[src/hdl/sns_pkg.sv]
package sns_pkg;

  // Field and register widths.
  localparam int VALUE_BITS     = 24;
  localparam int SPAN_BITS      = 23;
  localparam int PCT_BITS       = 7;
  localparam int MOVE_BITS      = 3;
  localparam int CFG_INDEX_BITS = 2;

  // Configuration register indexes.
  localparam logic [CFG_INDEX_BITS-1:0] REG_SPAN         = 2'd0;
  localparam logic [CFG_INDEX_BITS-1:0] REG_STEP_PERCENT = 2'd1;

  // Register reset values.
  localparam logic [SPAN_BITS-1:0] SPAN_RESET    = 23'd25600;
  localparam logic [PCT_BITS-1:0]  PERCENT_RESET = 7'd20;
  localparam logic [PCT_BITS-1:0]  PERCENT_MAX   = 7'd100;

  // Movement codes reported with each result.
  localparam logic [MOVE_BITS-1:0] MOVE_HELD      = 3'd0;
  localparam logic [MOVE_BITS-1:0] MOVE_FIRST     = 3'd1;
  localparam logic [MOVE_BITS-1:0] MOVE_SNAPPED   = 3'd2;
  localparam logic [MOVE_BITS-1:0] MOVE_STEPPED   = 3'd3;
  localparam logic [MOVE_BITS-1:0] MOVE_SETTLED   = 3'd4;
  localparam logic [MOVE_BITS-1:0] MOVE_RESTARTED = 3'd5;

  // Input opcodes.
  localparam logic OP_SAMPLE  = 1'b0;
  localparam logic OP_RESTART = 1'b1;

  // Divide by 100 as a multiply by ceil(2^32 / 100) followed by a 32-bit shift.
  // It is exact for dividends below 2^27; a step only happens when the
  // distance is at most span/10 (below 2^20), times a percent of at most 100.
  localparam int SCALE_SHIFT    = 32;
  localparam int SCALE_BITS     = 33;
  localparam int STEP_MAG_BITS  = 20;
  localparam logic [SCALE_BITS-1:0] RECIP_100 = 33'd42949673;

  // Scale factor for a step percent, clamped to one hundred.
  function automatic logic [SCALE_BITS-1:0] percent_scale(input logic [PCT_BITS-1:0] pct);
    logic [PCT_BITS-1:0]   pct_c;
    logic [SCALE_BITS-1:0] prod;
    pct_c = (pct > PERCENT_MAX) ? PERCENT_MAX : pct;
    prod  = SCALE_BITS'(pct_c) * RECIP_100;
    return prod;
  endfunction

  // Smoother state carried between items.
  typedef struct packed {
    logic                  started;
    logic [VALUE_BITS-1:0] value;
  } sns_state_t;

  // One request as held in the input stage.
  typedef struct packed {
    logic                  opcode;
    logic [VALUE_BITS-1:0] sample;
    logic                  sample_bad;
  } sns_item_t;

endpackage

[src/hdl/sns_step.sv]
module sns_step
  import sns_pkg::*;
(
  input  sns_item_t             item,
  input  sns_state_t            cur,
  input  logic [SPAN_BITS-1:0]  span,
  input  logic [SCALE_BITS-1:0] scale,
  output sns_state_t            nxt,
  output logic [MOVE_BITS-1:0]  how
);

  localparam int PROD_BITS = STEP_MAG_BITS + SCALE_BITS;
  localparam int FAR_BITS  = VALUE_BITS + 4;
  localparam int NEAR_BITS = STEP_MAG_BITS + 10;

  logic signed [VALUE_BITS:0]   delta;
  logic                         neg;
  logic [VALUE_BITS:0]          mag;
  logic [FAR_BITS-1:0]          mag_x10;
  logic                         far;
  logic [STEP_MAG_BITS-1:0]     mag_s;
  logic [PROD_BITS-1:0]         prod;
  logic [STEP_MAG_BITS-1:0]     q;
  logic [STEP_MAG_BITS-1:0]     rest;
  logic [NEAR_BITS-1:0]         rest_x1000;
  logic                         near;
  logic [VALUE_BITS-1:0]        q_ext;
  logic [VALUE_BITS-1:0]        stepped;

  // Distance to the target and its magnitude.
  assign delta = $signed({item.sample[VALUE_BITS-1], item.sample})
               - $signed({cur.value[VALUE_BITS-1], cur.value});
  assign neg   = delta[VALUE_BITS];
  assign mag   = neg ? (VALUE_BITS + 1)'(0) - delta : delta;

  // Large jump: ten times the distance exceeds the span.
  assign mag_x10 = {mag, 3'b000} + {2'b00, mag, 1'b0};
  assign far     = mag_x10 > FAR_BITS'(span);

  // Step magnitude, truncated toward zero.
  assign mag_s = mag[STEP_MAG_BITS-1:0];
  assign prod  = PROD_BITS'(mag_s) * PROD_BITS'(scale);
  assign q     = prod[SCALE_SHIFT +: STEP_MAG_BITS];

  // The step never overshoots, so the remaining distance is the old one minus the step.
  assign rest       = mag_s - q;
  assign rest_x1000 = NEAR_BITS'(rest) * NEAR_BITS'(1000);
  assign near       = rest_x1000 < NEAR_BITS'(span);

  assign q_ext   = VALUE_BITS'(q);
  assign stepped = neg ? cur.value - q_ext : cur.value + q_ext;

  // Select the outcome for this request.
  always_comb begin
    nxt = cur;
    how = MOVE_HELD;
    if (item.opcode == OP_RESTART) begin
      nxt.started = 1'b0;
      nxt.value   = '0;
      how         = MOVE_RESTARTED;
    end else if (item.sample_bad) begin
      how = MOVE_HELD;
    end else if (!cur.started) begin
      nxt.started = 1'b1;
      nxt.value   = item.sample;
      how         = MOVE_FIRST;
    end else if (far) begin
      nxt.value = item.sample;
      how       = MOVE_SNAPPED;
    end else if (near) begin
      nxt.value = item.sample;
      how       = MOVE_SETTLED;
    end else begin
      nxt.value = stepped;
      how       = MOVE_STEPPED;
    end
  end

endmodule

[src/hdl/snap_and_settle_smoother.sv]
// Pipeline: one input register and one result register, nothing else; a request
// accepted into the input register moves on when the result register frees up.
// Throughput: one request per cycle while out_stall is low; the smoother state is
// updated in the same cycle a result is loaded, so the next request sees it
// without a bubble. Reset (rst_n low, synchronous) clears both pipeline stages and
// the state and loads span 25600 and step percent 20.
module snap_and_settle_smoother
  import sns_pkg::*;
(
  input  logic                      clk,
  input  logic                      rst_n,
  input  logic                      in_valid,
  output logic                      in_stall,
  input  logic                      in_opcode,
  input  logic signed [VALUE_BITS-1:0] in_sample,
  input  logic                      in_sample_bad,
  output logic                      out_valid,
  input  logic                      out_stall,
  output logic signed [VALUE_BITS-1:0] out_shown_value,
  output logic [MOVE_BITS-1:0]      out_how_moved,
  input  logic                      cfg_valid,
  output logic                      cfg_ready,
  input  logic [CFG_INDEX_BITS-1:0] cfg_index,
  input  logic [SPAN_BITS-1:0]      cfg_data
);

  logic                  s1_valid_r;
  sns_item_t             s1_item_r;
  logic                  out_valid_r;
  logic [VALUE_BITS-1:0] out_value_r;
  logic [MOVE_BITS-1:0]  out_how_r;
  sns_state_t            state_r;
  logic [SPAN_BITS-1:0]  span_r;
  logic [SCALE_BITS-1:0] scale_r;

  sns_state_t            state_nxt;
  logic [MOVE_BITS-1:0]  how_nxt;
  logic                  advance;
  logic                  s1_load;

  // The result register frees up when empty or when its request is taken.
  assign advance  = !out_valid_r || !out_stall;
  assign in_stall = s1_valid_r && !advance;
  assign s1_load  = in_valid && !in_stall;

  assign out_valid       = out_valid_r;
  assign out_shown_value = $signed(out_value_r);
  assign out_how_moved   = out_how_r;
  assign cfg_ready       = 1'b1;

  // Configuration registers; the step percent is kept as its divide scale.
  always_ff @(posedge clk) begin
    if (!rst_n) begin
      span_r  <= SPAN_RESET;
      scale_r <= percent_scale(PERCENT_RESET);
    end else if (cfg_valid) begin
      case (cfg_index)
        REG_SPAN:         span_r  <= cfg_data;
        REG_STEP_PERCENT: scale_r <= percent_scale(cfg_data[PCT_BITS-1:0]);
        default: ;
      endcase
    end
  end

  // Input register.
  always_ff @(posedge clk) begin
    if (!rst_n) begin
      s1_valid_r <= 1'b0;
    end else if (advance || !s1_valid_r) begin
      s1_valid_r <= s1_load;
    end
  end

  always_ff @(posedge clk) begin
    if (s1_load) begin
      s1_item_r.opcode     <= in_opcode;
      s1_item_r.sample     <= in_sample;
      s1_item_r.sample_bad <= in_sample_bad;
    end
  end

  // Smoothing step between the two registers.
  sns_step u_step (
    .item  (s1_item_r),
    .cur   (state_r),
    .span  (span_r),
    .scale (scale_r),
    .nxt   (state_nxt),
    .how   (how_nxt)
  );

  // State and result register update together as a request leaves the input stage.
  always_ff @(posedge clk) begin
    if (!rst_n) begin
      out_valid_r <= 1'b0;
      state_r     <= '0;
    end else if (advance) begin
      out_valid_r <= s1_valid_r;
      if (s1_valid_r) begin
        state_r <= state_nxt;
      end
    end
  end

  always_ff @(posedge clk) begin
    if (advance && s1_valid_r) begin
      out_value_r <= state_nxt.value;
      out_how_r   <= how_nxt;
    end
  end

endmodule
[config.mk]
export PLATFORM = sky130hd
export DESIGN_NAME = snap_and_settle_smoother
export DESIGN_NICKNAME = d
export VERILOG_FILES = /design/src/hdl/sns_pkg.sv /design/src/hdl/sns_step.sv /design/src/hdl/snap_and_settle_smoother.sv
export SDC_FILE = /design/constraint.sdc
export NUM_CORES = 2
export LEC_CHECK = 0
export ABC_AREA = 1
export BUFFER_PORTS_ARGS = -buffer_cell sky130_fd_sc_hd__buf_2
export CORE_ASPECT_RATIO = 1.5
export CORE_MARGIN = 4
export CORE_UTILIZATION = 45
export DETAILED_ROUTE_END_ITERATION = 10
export GPL_ROUTABILITY_DRIVEN = 0
export PLACE_DENSITY = 0.63
export SYNTH_ARGS = -nofsm -noshare
export SYNTH_HDL_FRONTEND = slang
export SYNTH_SLANG_ARGS = --single-unit
[constraint.sdc]
create_clock -name clk -period 37.5 [get_ports clk]
set_input_delay 3.75 -clock clk [delete_from_list [all_inputs] [get_ports clk]]
set_output_delay 3.75 -clock clk [all_outputs]
set_load 0.005 [all_outputs]
==> results.sh <==
export IMPL_outcome="finished, final reports clean"
export IMPL_vias=33100
export IMPL_initial_core_util_pct=45.4
export IMPL_grt_pass1_wl_um=191000
export IMPL_syn_nets=6098
export IMPL_critPathArrivalTime_ps=19250
export IMPL_yosysWarningCount=0
export IMPL_grt_use_total_pct=27.3
export IMPL_holdPathStages=2
export IMPL_die_y_um=367
export IMPL_multi_input_area_um2=30400
export IMPL_grt_overflow_total=0
export IMPL_clock_sinks=136
export IMPL_hold_class="reg -> reg"
export IMPL_dp_hpwl_um=99600
export IMPL_clkLatencyLatePin_ps=490
export IMPL_ys_ff_latch=136
export IMPL_syn_area_um2=38600
export IMPL_yosysTopAreaCell="fa_1"
export IMPL_crit_type="reg -> reg"
export IMPL_clockBufferDepth=2
export IMPL_slowest_stage="inv_1"
export IMPL_synth_seq_area_share_pct=8.43
export IMPL_synthTopCellsByArea="fa_1 (34%), ha_1 (14%), inv_1 (11%)"
export IMPL_io_pins=86
export IMPL_worst_slew_pin_transition_ps=1140
export IMPL_slew_violations=0
export IMPL_max_stage_delay_ps=660
export IMPL_avgRoutedWirePerCell_um=20.0
export IMPL_synth_edf_count=53
export IMPL_clk_pin_slew_ps=70
export IMPL_setup_viol=0
export IMPL_rsz0062_at_grt="false"
export IMPL_yosys_cell_count_top_type="inv_1"
export IMPL_path_max_fanout=38
export IMPL_finalCriticalPeriod_ps=19020
export IMPL_cts_buffers=17
export IMPL_drc=0
export IMPL_final_setup_tns_ps=0
export IMPL_die_area_um2=90600
export IMPL_grt_max_degree=54
export IMPL_ys_top_cells_by_count="inv_1 (1115), nand2_1 (975), fa_1 (648)"
export IMPL_post_cts_resized=0
export IMPL_fmax_ghz=0.0526
export IMPL_period_share_pct=50.7
export IMPL_syn_inst=4967
export IMPL_skew_ps=15.5
export IMPL_start_kind="flop"
export IMPL_fill_cells=8527
export IMPL_crit_path_end_kind="flop"
export IMPL_worst_path_buf_inv=15
export IMPL_dr_pass1_iters=7
export IMPL_cts_max_level=4
export IMPL_cpMostUsedCell="nand2_1"
export IMPL_viasPerCell=5.42
export IMPL_register_area_um2=3250
export IMPL_ff2ff_path_depth=80
export IMPL_tritoncts="yes"
export IMPL_antenna_found_initial=0
export IMPL_synth_top_area_share_pct=33.6
export IMPL_cts_root_buf="clkbuf_16"
export IMPL_first_global_vias=34900
export IMPL_hold_violations=0
export IMPL_drt_initial_drc_count=2115
export IMPL_row_count=131
export IMPL_die_width_um=247
export IMPL_synthFlopType="dfxtp_1"
export IMPL_async_flop_share_pct=0
export IMPL_drive_gt1_share_pct=5.54
export IMPL_synth_area_per_cell_um2=7.77
export IMPL_ys_types=70
export IMPL_max_cap_violations=0
export IMPL_core_area_um2=85100
export IMPL_postCtsSetupBuffers=0
export IMPL_cp_required_ps=37730
export IMPL_slew_headroom_pct=23.7
export IMPL_wl_um=122000
export IMPL_hold_buffers=0
export IMPL_syn_to_final_growth_pct=5.22
export IMPL_path_delay_family="adder cells"
export IMPL_nNetsFinal=6084
export IMPL_io_buffer_count=84
export IMPL_ant_nets=0
export IMPL_crit_cells=80
-- routing by layer --
metal	wire, um	up-vias	GRT usage, %
met2	62200	1239	48.6
met5	0	-	0.109
li1	-	15200	-
met4	11000	0	20.2
met1	42800	16200	29.8
met3	6020	435	2.87
-- worst min-delay path, cell delays in order (launching register included) --
cell,delay (ps)
dfxtp_1,320
nand2_1,60
a21oi_1,60
-- cell type report --
type,count,area share (%)
multi-input cells,3539,74.7
repair buffers,126,1.81
clock inverters,14,0.401
inverters,1133,10.5
clock buffers,18,1.06
flip-flops and latches,136,8.01
diodes,1,0.00616
well taps,1130,3.48
-- cells in the final DEF, fill, tap and decap left out, drive strengths merged, types with 56 or more instances in the layout --
master  Yosys  layout
a21oi     300     300
nand2    1024    1024
o21ai     190     190
xnor2      56      56
dfxtp      83      83
xor2       95      95
ha        427     427
buf        24     126
nor2      410     410
fa        648     648
nand3     126     126
inv      1125    1131
-- sequential cells by signal (all words and copies together) (netlist names) --
| signal | count |
|---|---|
| span_r | 23 |
| out_how_moved | 3 |
| s1_item_r | 26 |
| out_valid | 1 |
| out_shown_value | 24 |
| state_r | 25 |
| scale_r | 33 |
| s1_valid_r | 1 |
-- final timing paths --
path / from / endpoint / slack [ps]
setup / recovery: s1_item_r[1] / out_shown_value[23] / 18480
hold / removal: state_r[18] / state_r[18] / 500
setup reg to reg: s1_item_r[1] / out_shown_value[23] / 18480
hold reg to reg: state_r[18] / state_r[18] / 500
-- cells by family (layout without fill, tap and decap cells) --
logic type | Yosys count | count (layout) | synth area share [%]
AOI/OAI and AO/OA | 619 | 619 | 9.06
other | 1 | 2 | 0.00972
xor gates and xnor gates | 151 | 151 | 3.67
adders and majority gates | 1075 | 1075 | 47.5
buffers and inverters | 1292 | 1291 | 13.0
DFF | 136 | 136 | 8.43
and+or+nand+nor | 1693 | 1693 | 18.4
-- metrics by stage --
step	hold slack [ps]	setup WS (ps)	area, um^2	util, %	cells
finish	495	18480	40600	47.7	6097
global route	509	17220	40600	47.7	6096
CTS	491	18540	40600	47.7	6096
detailed placement	480	18580	40000	47.0	6064
global placement	470	18850	40000	47.0	6064
floorplan	454	21980	38600	-	4967
Power is left out: the tool's default activity adds up to more than one toggle a clock period on the data nets, which glitch-free logic cannot reach.
